===== config.mk =====
export PLATFORM = sky130hd
export DESIGN_NAME = serial_command_filter_fifo_top
export DESIGN_NICKNAME = d
export VERILOG_FILES = /design/src/rtl/scf_pkg.sv /design/src/rtl/serial_command_filter_fifo_top.sv /design/src/rtl/scf_ram.sv /design/src/rtl/scf_engine.sv
export VERILOG_INCLUDE_DIRS = /design/src /design/src/rtl
export SDC_FILE = /design/constraint.sdc
export NUM_CORES = 1
export LEC_CHECK = 0
export BUFFER_PORTS_ARGS = -buffer_cell sky130_fd_sc_hd__buf_2
export CORE_UTILIZATION = 28
export CTS_BUF_LIST = sky130_fd_sc_hd__clkbuf_2
export DETAILED_ROUTE_END_ITERATION = 7
export PLACE_DENSITY = 0.54
export SLEW_MARGIN = 25
export SYNTH_ARGS = -nofsm -noshare
export SYNTH_HDL_FRONTEND = slang
export SYNTH_SLANG_ARGS = --single-unit

===== constraint.sdc =====
create_clock -name clk -period 10 [get_ports clk]
set_input_delay 0 -clock clk [delete_from_list [all_inputs] [get_ports clk]]
set_output_delay 0 -clock clk [all_outputs]
set_load 0.03 [all_outputs]

===== src/rtl/serial_command_filter_fifo_top_macros.svh =====
// ---------------------------------------------------------------------------
// Assertion macros for the serial command filter.
// Each macro expands to a concurrent assertion in simulation and to
// nothing in synthesis.
// ---------------------------------------------------------------------------
`ifndef SERIAL_COMMAND_FILTER_FIFO_TOP_MACROS_SVH
`define SERIAL_COMMAND_FILTER_FIFO_TOP_MACROS_SVH

`ifndef SYNTHESIS
`define SCF_ASSERT_IMP(lbl, clk, rst_n, ante, cons) \
  lbl: assert property (@(posedge clk) disable iff (!rst_n) (ante) |-> (cons)) \
    else $error("assertion failed");
`define SCF_ASSERT_NXT(lbl, clk, rst_n, ante, cons) \
  lbl: assert property (@(posedge clk) disable iff (!rst_n) (ante) |=> (cons)) \
    else $error("assertion failed");
`else
`define SCF_ASSERT_IMP(lbl, clk, rst_n, ante, cons)
`define SCF_ASSERT_NXT(lbl, clk, rst_n, ante, cons)
`endif

`endif


===== src/rtl/scf_pkg.sv =====
// ---------------------------------------------------------------------------
// scf_pkg
// Types and constants shared by the serial command filter modules.
// ---------------------------------------------------------------------------
package scf_pkg;

  localparam int BYTE_W  = 8;
  localparam int CMD_W   = 3;
  localparam int CNT_W   = 7;
  localparam int REPLY_W = 2;
  localparam int HCNT_W  = 3;
  localparam int CFG_AW  = 1;

  localparam logic [CMD_W-1:0] CMD_RX   = 3'd0;
  localparam logic [CMD_W-1:0] CMD_POP  = 3'd1;
  localparam logic [CMD_W-1:0] CMD_CLR  = 3'd2;
  localparam logic [CMD_W-1:0] CMD_ACK  = 3'd3;
  localparam logic [CMD_W-1:0] CMD_LOCK = 3'd4;

  localparam logic [CFG_AW-1:0] REG_OPEN_HOUR  = 1'b0;
  localparam logic [CFG_AW-1:0] REG_CLOSE_HOUR = 1'b1;

  localparam logic [BYTE_W-1:0] CH_S = 8'h53;
  localparam logic [BYTE_W-1:0] CH_T = 8'h54;
  localparam logic [BYTE_W-1:0] CH_L = 8'h4C;
  localparam logic [BYTE_W-1:0] CH_H = 8'h48;

  localparam logic [BYTE_W-1:0] OPEN_HOUR_RST  = 8'd8;
  localparam logic [BYTE_W-1:0] CLOSE_HOUR_RST = 8'd20;

  localparam logic [REPLY_W-1:0] REPLY_HOUR   = 2'd0;
  localparam logic [REPLY_W-1:0] REPLY_LOCK   = 2'd1;
  localparam logic [REPLY_W-1:0] REPLY_UNLOCK = 2'd2;

  localparam logic [HCNT_W-1:0] HCNT_IDLE  = 3'd0;
  localparam logic [HCNT_W-1:0] HCNT_FIRST = 3'd1;
  localparam logic [HCNT_W-1:0] HCNT_START = 3'd2;
  localparam logic [HCNT_W-1:0] HCNT_HOUR  = 3'd4;
  localparam logic [HCNT_W-1:0] HCNT_LAST  = 3'd5;

  typedef struct packed {
    logic [CMD_W-1:0]  cmd;
    logic [BYTE_W-1:0] rx_byte;
    logic              lock_value;
  } item_t;

  typedef struct packed {
    logic               pop_valid;
    logic [CNT_W-1:0]   fifo_count;
    logic               locked;
    logic               reply_pending;
    logic [REPLY_W-1:0] reply_code;
  } res_t;

endpackage


===== src/rtl/serial_command_filter_fifo_top.sv =====
// ---------------------------------------------------------------------------
// serial_command_filter_fifo_top
// Serial command filter with a receive ring buffer and lock control.
// ---------------------------------------------------------------------------
// Each request gives exactly one result; the request is held in item_r and
// its result in res_r. A new request is taken every cycle unless the output
// stalls, or a held 'S' is followed by an ordinary byte and both bytes fit:
// the ring memory has a single write port, so the second byte is written in
// the following cycle and the input is not ready while that item advances.
// The ring holds DEPTH-1 bytes; its memory needs no clearing after reset.
`include "serial_command_filter_fifo_top_macros.svh"

module serial_command_filter_fifo_top #(
  parameter int DEPTH = 128
) (
  input  logic                       clk,
  input  logic                       rst_n,
  input  logic                       cfg_we,
  input  logic [scf_pkg::CFG_AW-1:0] cfg_addr,
  input  logic [7:0]                 cfg_wdata,
  input  logic                       in_tvalid,
  output logic                       in_tready,
  input  logic [15:0]                in_tdata,  // rx_byte, lock_value, zero pad
  input  logic [2:0]                 in_tuser,  // cmd
  output logic                       out_tvalid,
  input  logic                       out_tready,
  // pop_valid, pop_byte, fifo_count, locked, reply_pending, reply_code, zero pad
  output logic [23:0]                out_tdata
);
  import scf_pkg::*;

  localparam int AW = $clog2(DEPTH);

  logic              a_valid_r, b_valid_r;
  item_t             item_r;
  res_t              res, res_r;
  logic              adv, dbl, in_acc;
  logic              mem_we;
  logic [AW-1:0]     mem_waddr, mem_raddr;
  logic [BYTE_W-1:0] mem_wdata, mem_rdata, pop_byte;

  assign adv       = a_valid_r && (!b_valid_r || out_tready);
  assign in_tready = !a_valid_r || (adv && !dbl);
  assign in_acc    = in_tvalid && in_tready;

  always_ff @(posedge clk) begin
    if (!rst_n) begin
      a_valid_r <= 1'b0;
      b_valid_r <= 1'b0;
    end else begin
      if (in_acc) begin
        a_valid_r <= 1'b1;
      end else if (adv) begin
        a_valid_r <= 1'b0;
      end
      if (adv) begin
        b_valid_r <= 1'b1;
      end else if (out_tready) begin
        b_valid_r <= 1'b0;
      end
    end
  end

  always_ff @(posedge clk) begin
    if (in_acc) begin
      item_r.cmd        <= in_tuser;
      item_r.rx_byte    <= in_tdata[7:0];
      item_r.lock_value <= in_tdata[8];
    end
    if (adv) begin
      res_r <= res;
    end
  end

  scf_engine #(
    .DEPTH(DEPTH),
    .AW   (AW)
  ) u_engine (
    .clk      (clk),
    .rst_n    (rst_n),
    .cfg_we   (cfg_we),
    .cfg_addr (cfg_addr),
    .cfg_wdata(cfg_wdata),
    .item     (item_r),
    .adv      (adv),
    .dbl      (dbl),
    .res      (res),
    .mem_we   (mem_we),
    .mem_waddr(mem_waddr),
    .mem_wdata(mem_wdata),
    .mem_raddr(mem_raddr)
  );

  scf_ram #(
    .DEPTH(DEPTH),
    .AW   (AW),
    .DW   (BYTE_W)
  ) u_ram (
    .clk  (clk),
    .we   (mem_we),
    .waddr(mem_waddr),
    .wdata(mem_wdata),
    .re   (adv),
    .raddr(mem_raddr),
    .rdata(mem_rdata)
  );

  assign pop_byte   = res_r.pop_valid ? mem_rdata : '0;
  assign out_tvalid = b_valid_r;
  assign out_tdata  = {4'b0000, res_r.reply_code, res_r.reply_pending, res_r.locked,
                       res_r.fifo_count, pop_byte, res_r.pop_valid};

  `SCF_ASSERT_NXT(a_dbl_bubble, clk, rst_n, adv && dbl, !a_valid_r)

endmodule


===== src/rtl/scf_ram.sv =====
// ---------------------------------------------------------------------------
// scf_ram
// Byte store of the receive ring, one write port and one registered read.
// ---------------------------------------------------------------------------
module scf_ram #(
  parameter int DEPTH = 128,
  parameter int AW    = 7,
  parameter int DW    = 8
) (
  input  logic          clk,
  input  logic          we,
  input  logic [AW-1:0] waddr,
  input  logic [DW-1:0] wdata,
  input  logic          re,
  input  logic [AW-1:0] raddr,
  output logic [DW-1:0] rdata
);

  logic [DW-1:0] mem [DEPTH];
  logic [DW-1:0] rdata_r;

  always_ff @(posedge clk) begin
    if (we) begin
      mem[waddr] <= wdata;
    end
  end

  always_ff @(posedge clk) begin
    if (re) begin
      rdata_r <= mem[raddr];
    end
  end

  assign rdata = rdata_r;

endmodule


===== src/rtl/scf_engine.sv =====
// ---------------------------------------------------------------------------
// scf_engine
// Command decoder, ring pointers, lock and reply state of the filter.
// ---------------------------------------------------------------------------
`include "serial_command_filter_fifo_top_macros.svh"

module scf_engine #(
  parameter int DEPTH = 128,
  parameter int AW    = 7
) (
  input  logic                      clk,
  input  logic                      rst_n,
  input  logic                      cfg_we,
  input  logic [scf_pkg::CFG_AW-1:0] cfg_addr,
  input  logic [scf_pkg::BYTE_W-1:0] cfg_wdata,
  input  scf_pkg::item_t            item,
  input  logic                      adv,
  output logic                      dbl,
  output scf_pkg::res_t             res,
  output logic                      mem_we,
  output logic [AW-1:0]             mem_waddr,
  output logic [scf_pkg::BYTE_W-1:0] mem_wdata,
  output logic [AW-1:0]             mem_raddr
);
  import scf_pkg::*;

  localparam int CW = (AW > CNT_W) ? AW : CNT_W;

  logic [AW-1:0]      wp_r, wp_nxt, rp_r, rp_nxt;
  logic               s_r, s_nxt;
  logic [HCNT_W-1:0]  hc_r, hc_nxt;
  logic [BYTE_W-1:0]  hl_r, hl_nxt;
  logic               lock_r, lock_nxt;
  logic               pend_flag_r, pend_flag_nxt;
  logic [REPLY_W-1:0] reply_r, reply_nxt;
  logic [BYTE_W-1:0]  open_r, close_r;
  logic               wr_pend_r;
  logic [AW-1:0]      wr_pend_addr_r;
  logic [BYTE_W-1:0]  wr_pend_data_r;
  logic               wr1;
  logic [AW-1:0]      wa1;
  logic [BYTE_W-1:0]  wd1;
  logic               pop_v;
  logic [AW-1:0]      wp_inc, wp_inc2;
  logic [AW:0]        cnt_w;
  logic [CW-1:0]      cnt_ext;

  function automatic logic [AW-1:0] ptr_inc(input logic [AW-1:0] p);
    ptr_inc = (p == AW'(DEPTH - 1)) ? '0 : p + 1'b1;
  endfunction

  assign wp_inc  = ptr_inc(wp_r);
  assign wp_inc2 = ptr_inc(wp_inc);

  always_comb begin
    wp_nxt        = wp_r;
    rp_nxt        = rp_r;
    s_nxt         = s_r;
    hc_nxt        = hc_r;
    hl_nxt        = hl_r;
    lock_nxt      = lock_r;
    pend_flag_nxt = pend_flag_r;
    reply_nxt     = reply_r;
    wr1           = 1'b0;
    wa1           = wp_r;
    wd1           = item.rx_byte;
    dbl           = 1'b0;
    pop_v         = 1'b0;
    case (item.cmd)
      CMD_RX: begin
        if (hc_r >= HCNT_FIRST && hc_r <= HCNT_LAST) begin
          if (hc_r == HCNT_HOUR) begin
            hl_nxt = item.rx_byte;
          end
          if (hc_r == HCNT_LAST) begin
            lock_nxt      = (hl_r < open_r) || (hl_r >= close_r);
            pend_flag_nxt = 1'b1;
            reply_nxt     = REPLY_HOUR;
            hc_nxt        = HCNT_IDLE;
          end else begin
            hc_nxt = hc_r + 1'b1;
          end
        end else if (s_r) begin
          s_nxt = 1'b0;
          if (item.rx_byte == CH_T) begin
            lock_nxt      = 1'b1;
            pend_flag_nxt = 1'b1;
            reply_nxt     = REPLY_LOCK;
          end else if (item.rx_byte == CH_L) begin
            lock_nxt      = 1'b0;
            pend_flag_nxt = 1'b1;
            reply_nxt     = REPLY_UNLOCK;
          end else if (item.rx_byte == CH_H) begin
            hc_nxt = HCNT_START;
          end else if (wp_inc != rp_r) begin
            wr1    = 1'b1;
            wd1    = CH_S;
            wp_nxt = wp_inc;
            if (wp_inc2 != rp_r) begin
              dbl    = 1'b1;
              wp_nxt = wp_inc2;
            end
          end
        end else if (item.rx_byte == CH_S) begin
          s_nxt = 1'b1;
        end else if (wp_inc != rp_r) begin
          wr1    = 1'b1;
          wp_nxt = wp_inc;
        end
      end
      CMD_POP: begin
        if (wp_r != rp_r) begin
          pop_v  = 1'b1;
          rp_nxt = ptr_inc(rp_r);
        end
      end
      CMD_CLR: begin
        wp_nxt = '0;
        rp_nxt = '0;
      end
      CMD_ACK: begin
        pend_flag_nxt = 1'b0;
      end
      CMD_LOCK: begin
        lock_nxt = item.lock_value;
      end
      default: begin
      end
    endcase
  end

  assign cnt_w = {1'b0, wp_nxt} - {1'b0, rp_nxt}
               + ((wp_nxt < rp_nxt) ? (AW+1)'(DEPTH) : '0);
  assign cnt_ext = CW'(cnt_w[AW-1:0]);

  assign res.pop_valid     = pop_v;
  assign res.fifo_count    = cnt_ext[CNT_W-1:0];
  assign res.locked        = lock_nxt;
  assign res.reply_pending = pend_flag_nxt;
  assign res.reply_code    = reply_nxt;

  assign mem_we    = wr_pend_r || (adv && wr1);
  assign mem_waddr = wr_pend_r ? wr_pend_addr_r : wa1;
  assign mem_wdata = wr_pend_r ? wr_pend_data_r : wd1;
  assign mem_raddr = rp_r;

  always_ff @(posedge clk) begin
    if (!rst_n) begin
      open_r  <= OPEN_HOUR_RST;
      close_r <= CLOSE_HOUR_RST;
    end else if (cfg_we) begin
      unique case (cfg_addr)
        REG_OPEN_HOUR:  open_r  <= cfg_wdata;
        REG_CLOSE_HOUR: close_r <= cfg_wdata;
        default: begin
        end
      endcase
    end
  end

  always_ff @(posedge clk) begin
    if (!rst_n) begin
      wp_r        <= '0;
      rp_r        <= '0;
      s_r         <= 1'b0;
      hc_r        <= HCNT_IDLE;
      hl_r        <= '0;
      lock_r      <= 1'b0;
      pend_flag_r <= 1'b0;
      reply_r     <= REPLY_HOUR;
      wr_pend_r   <= 1'b0;
    end else begin
      wr_pend_r <= adv && dbl;
      if (adv) begin
        wp_r        <= wp_nxt;
        rp_r        <= rp_nxt;
        s_r         <= s_nxt;
        hc_r        <= hc_nxt;
        hl_r        <= hl_nxt;
        lock_r      <= lock_nxt;
        pend_flag_r <= pend_flag_nxt;
        reply_r     <= reply_nxt;
      end
    end
  end

  always_ff @(posedge clk) begin
    if (adv && dbl) begin
      wr_pend_addr_r <= wp_inc;
      wr_pend_data_r <= item.rx_byte;
    end
  end

  `SCF_ASSERT_IMP(a_hcnt_range, clk, rst_n, 1'b1, hc_r != 3'd6 && hc_r != 3'd7)
  `SCF_ASSERT_NXT(a_ack_clears, clk, rst_n, adv && item.cmd == CMD_ACK, !pend_flag_r)
  `SCF_ASSERT_IMP(a_pend_src, clk, rst_n, wr_pend_r, $past(adv) && !adv)

endmodule

==> metrics.yaml <==
die:
  io_pins: 59
  rows: 148
  dieArea_um2: 167000
  die-height_um: 409
  initial_core_util: 0.283
  core_um2: 163000
  fp.dieW_um: 409
clock_network:
  path_clk_slew_ns: 0.11
  post-cts-setup-buffers: 0
  clockRootBuffer: "clkbuf_2"
  cts_tree: "yes"
  clock-sinks: 1120
  clockBufferDepth: 4
  clk_latency_ns: 1.57
  cts.repair.resized: 0
  postCtsHoldBufs: 94
  cts_buffers: 294
  htree_levels: 5
hold_path:
  hp-class: "input port to flop"
  min_from: "out_tready"
  worstHoldPathCells: 6
  whs_endpoint: "u_engine.wr_pend_addr_r[3]$_DFFE_PP_"
synth:
  synthCells: 2846
  yosysTopAreaCell: "edfxtp_1"
  async_reset_ff_frac: 0
  ys.flop_type: "edfxtp_1"
  synth.avg_cell_area_um2: 16.3
  synth_area_um2: 46300
  yosysWarnings: 0
  synth-seq-area-share: 0.716
  synthTopCellsByArea: "edfxtp_1 69%, mux4_2 6.6%, mux2i_1 4.5%"
  yosysTopAreaCellShare: 0.695
  ys_types: 85
  synth_edf_count: 1071
  synth_seq_cells: 1120
timing:
  setup_tns_ns: 0
  slew_headroom: 0.217
  rsz0062_at_grt: "no"
  maxSlewViolCount: 0
  final-hold-violation-count: 0
  fin_crit_sh: 0.615
  fmax_ghz: 0.163
  layout_min_cycle_time_ns: 6.15
  tightest_slew_ns: 1.17
  skew_ns: 0.152
  finalSetupViolCount: 0
  final.setup.worst_slack_ns: 3.85
power:
  share_comb_of_total_power: 0.076
  power.switching_mw: 2.23
  ir_worst_vdd_uv: 113
  p_clk_frac: 0.333
  leakagePower_nw: 16.4
  powerDensity_nw_per_um2: 167
  internal_power_mw: 6.54
  swShare: 0.255
  p_seq_frac: 0.591
final_layout:
  nets: 3222
  area_growth_pct: 13.2
  drive_gt1_frac: 0.231
placed_design:
  pre_cts_ws_ns: 3.94
  dp_hpwl_um: 70600
  gp_congestion: 0.837
  port_buffers: 47
setup_path:
  crit_arrival_ns: 7.38
  cp-start-kind: "flop"
  reg2regPathDepth: 20
  regToRegSetupSlack_ns: 3.85
  cp_slowest_cell: "ha_1"
  cp.required_ns: 11.23
  path_class: "flop to flop"
  max_stage_delay_ns: 0.83
  cp_max_fo: 16
  rr_startpoint: "u_engine.wa1[1]$_SDFFE_PN0P_"
  crit_chain: "ha_1 -> nand4_1 -> o21ai_1 -> inv_2 -> mux2_2 -> o211ai_1 -> a2111oi_4 -> and2_1 -> o221ai_1 -> o21bai_1 -> a32oi_1 -> ha_1 -> fa_1 -> nor2b_1 -> o21ai_0 -> nand2b_1 -> a21o_1 -> a21oi_1 -> xnor2_1 -> xnor2_1"
  crit_path_end_kind: "flop"
  rr_endpoint: "out_tdata[15]$_DFFE_PP_"
route:
  drc: 0
  vias: 26400
  first_iter_violations: 1842
  viasPerCell: 4.77
  dr.pass1.iters: 5
  routedWlPerCell_um: 21.0
  wirelength_um: 116000
  postRouteAntennaNets: 0
global_routing:
  gr-total-overflow: 0
  gr-usage-all-layers: 0.137
  grt_pass1_wl_um: 172000
  grt_max_degree: 109
  grt_pass1_vias: 26900
  antenna_found_initial: 6
flow_run:
  max_cap_viol_count: 0
outcome:
  outcome: "complete, no violations"
==> Yosys cell counts, types with 5 or more instances <==
master and n:
xor2_1 13, o221ai_1 68, and3_1 9, o211ai_1 9, dfxtp_1 49, o21a_1 6, buf_2 33, nor2_1 190
buf_4 7, or3_1 9, nor3_1 18, inv_1 37, mux2_2 65, nor2b_1 5, edfxtp_1 1071, o32ai_1 10
nand4_1 6, o31ai_1 5, xnor2_1 14, a21o_1 21, o21ai_0 111, mux2i_1 207, nand3_1 24, ha_1 24
nand2b_1 16, and2_1 17, a211oi_1 42, buf_1 32, a31oi_1 7, a21oi_1 166, mux4_2 136, o22ai_1 67
nand2_1 168, nor4_1 7, clkbuf_1 98
==> cell families (layout without fill, tap and decap cells) <==
| group | count (synthesis) | in the layout | share of synthesized area |
|---|---|---|---|
| DFF | 1120 | 1120 | 0.716 |
| AOI/OAI and AO/OA | 558 | 558 | 0.0780 |
| and+or+nand+nor | 493 | 493 | 0.0477 |
| muxes | 408 | 408 | 0.127 |
| buffers and inverters | 213 | 707 | 0.0189 |
| xor gates and xnor gates | 28 | 28 | 0.00546 |
| adders and majority gates | 25 | 25 | 0.00692 |
| other | 1 | 10 | 0.0000810 |
==> metrics by stage <==
| step | hold slack [ns] | util | power, mW | std cells | instance area, um^2 |
|---|---|---|---|---|---|
| global placement | 0.179 | 0.300 | 5.92 | 4948 | 49000 |
| detailed placement | 0.181 | 0.300 | 5.93 | 4948 | 49000 |
| finish | 0.288 | 0.321 | 8.77 | 5524 | 52400 |
| global route | 0.174 | 0.321 | 9.17 | 5521 | 52400 |
| CTS | 0.0257 | 0.320 | 8.89 | 5517 | 52300 |
| floorplan | 0.0989 | - | 5.72 | 2849 | 46300 |
==> cell type report <==
cell class	count	area, um^2
clock buffer	412	2060
inverter	42	158
fill	16000	111000
clock inverter	63	300
multi-input combinational	1516	12400
timing repair buffer	190	1590
tap	2175	2720
sequential	1120	33200
antenna	6	15.0
==> placed cells by master, fill, tap and decap left out, drive strengths merged, types with 6 or more instances in the layout <==
cell         Yosys  final
a211oi          42     42
a21o            21     21
a21oi          168    168
a31oi            7      7
and2            17     17
and3             9      9
buf             73     96
clkbuf          98    412
clkinv           1     57
dfxtp           49     49
diode            0      6
dlygate4sd3      0     94
edfxtp        1071   1071
ha              24     24
inv             41     46
mux2            65     65
mux2i          207    207
mux4           136    136
nand2          169    169
nand2b          16     16
nand3           25     25
nand4            6      6
nor2           191    191
nor3            19     19
nor4             8      8
o211ai           9      9
o21a             6      6
o21ai          114    114
o221ai          68     68
o22ai           67     67
o32ai           10     10
or3              9      9
xnor2           14     14
xor2            14     14
==> power by group through the flow <==
| stage | registers, mW | logic (mW) | clock network, mW |
|---|---|---|---|
| 6_report | 5.18 | 0.663 | 2.92 |
| 5_1_grt | 5.19 | 0.715 | 3.26 |
| 2_1_floorplan | 5.30 | 0.419 | 0 |
| 3_3_place_gp | 5.29 | 0.632 | 0 |
| 3_5_place_dp | 5.29 | 0.637 | 0 |
| 4_1_cts | 5.19 | 0.665 | 3.04 |
==> critical path: cells and delay by family (launching register included) <==
family	cells	cell delay [ns]
AOI/OAI and AO/OA	9	2.31
adders and majority gates	3	1.29
and+or+nand+nor	4	0.79
DFF	1	0.78
xor gates and xnor gates	2	0.30
muxes	1	0.25
buffers and inverters	1	0.14
==> how the worst max path moves through the flow <==
stage / from / end / slack [ns]
floorplan: u_engine.wa1[1]$_SDFFE_PN0P_ / u_ram.mem[0][7]$_DFFE_PP_ / 1.21
global placement: u_engine.wa1[1]$_SDFFE_PN0P_ / out_tdata[15]$_DFFE_PP_ / 4.01
detailed placement: u_engine.wa1[1]$_SDFFE_PN0P_ / out_tdata[15]$_DFFE_PP_ / 3.94
CTS: u_engine.wa1[1]$_SDFFE_PN0P_ / in_tready / 3.77
global route: u_engine.wa1[1]$_SDFFE_PN0P_ / out_tdata[15]$_DFFE_PP_ / 3.37
finish: u_engine.wa1[1]$_SDFFE_PN0P_ / out_tdata[15]$_DFFE_PP_ / 3.85
==> state kept, by name (all words and copies together), names as in the netlist, 7 cells and up <==
name	cells
u_engine.open_r	8
u_ram.mem	1024
out_tdata	12
u_engine.hl_r	8
u_engine.close_r	8
u_engine.mem_raddr	7
u_engine.wr_pend_addr_r	7
u_engine.wa1	7
item_r	12
u_ram.rdata	8
u_engine.wr_pend_data_r	8
==> per-layer routing <==
layer / track usage / share of wire
met1: 0.178 / 0.43
met2: 0.220 / 0.48
met3: 0.0390 / 0.067
met4: 0.0460 / 0.020
met5: 0 / 0.00023
Note: power is estimated with default switching activity, not from simulation.
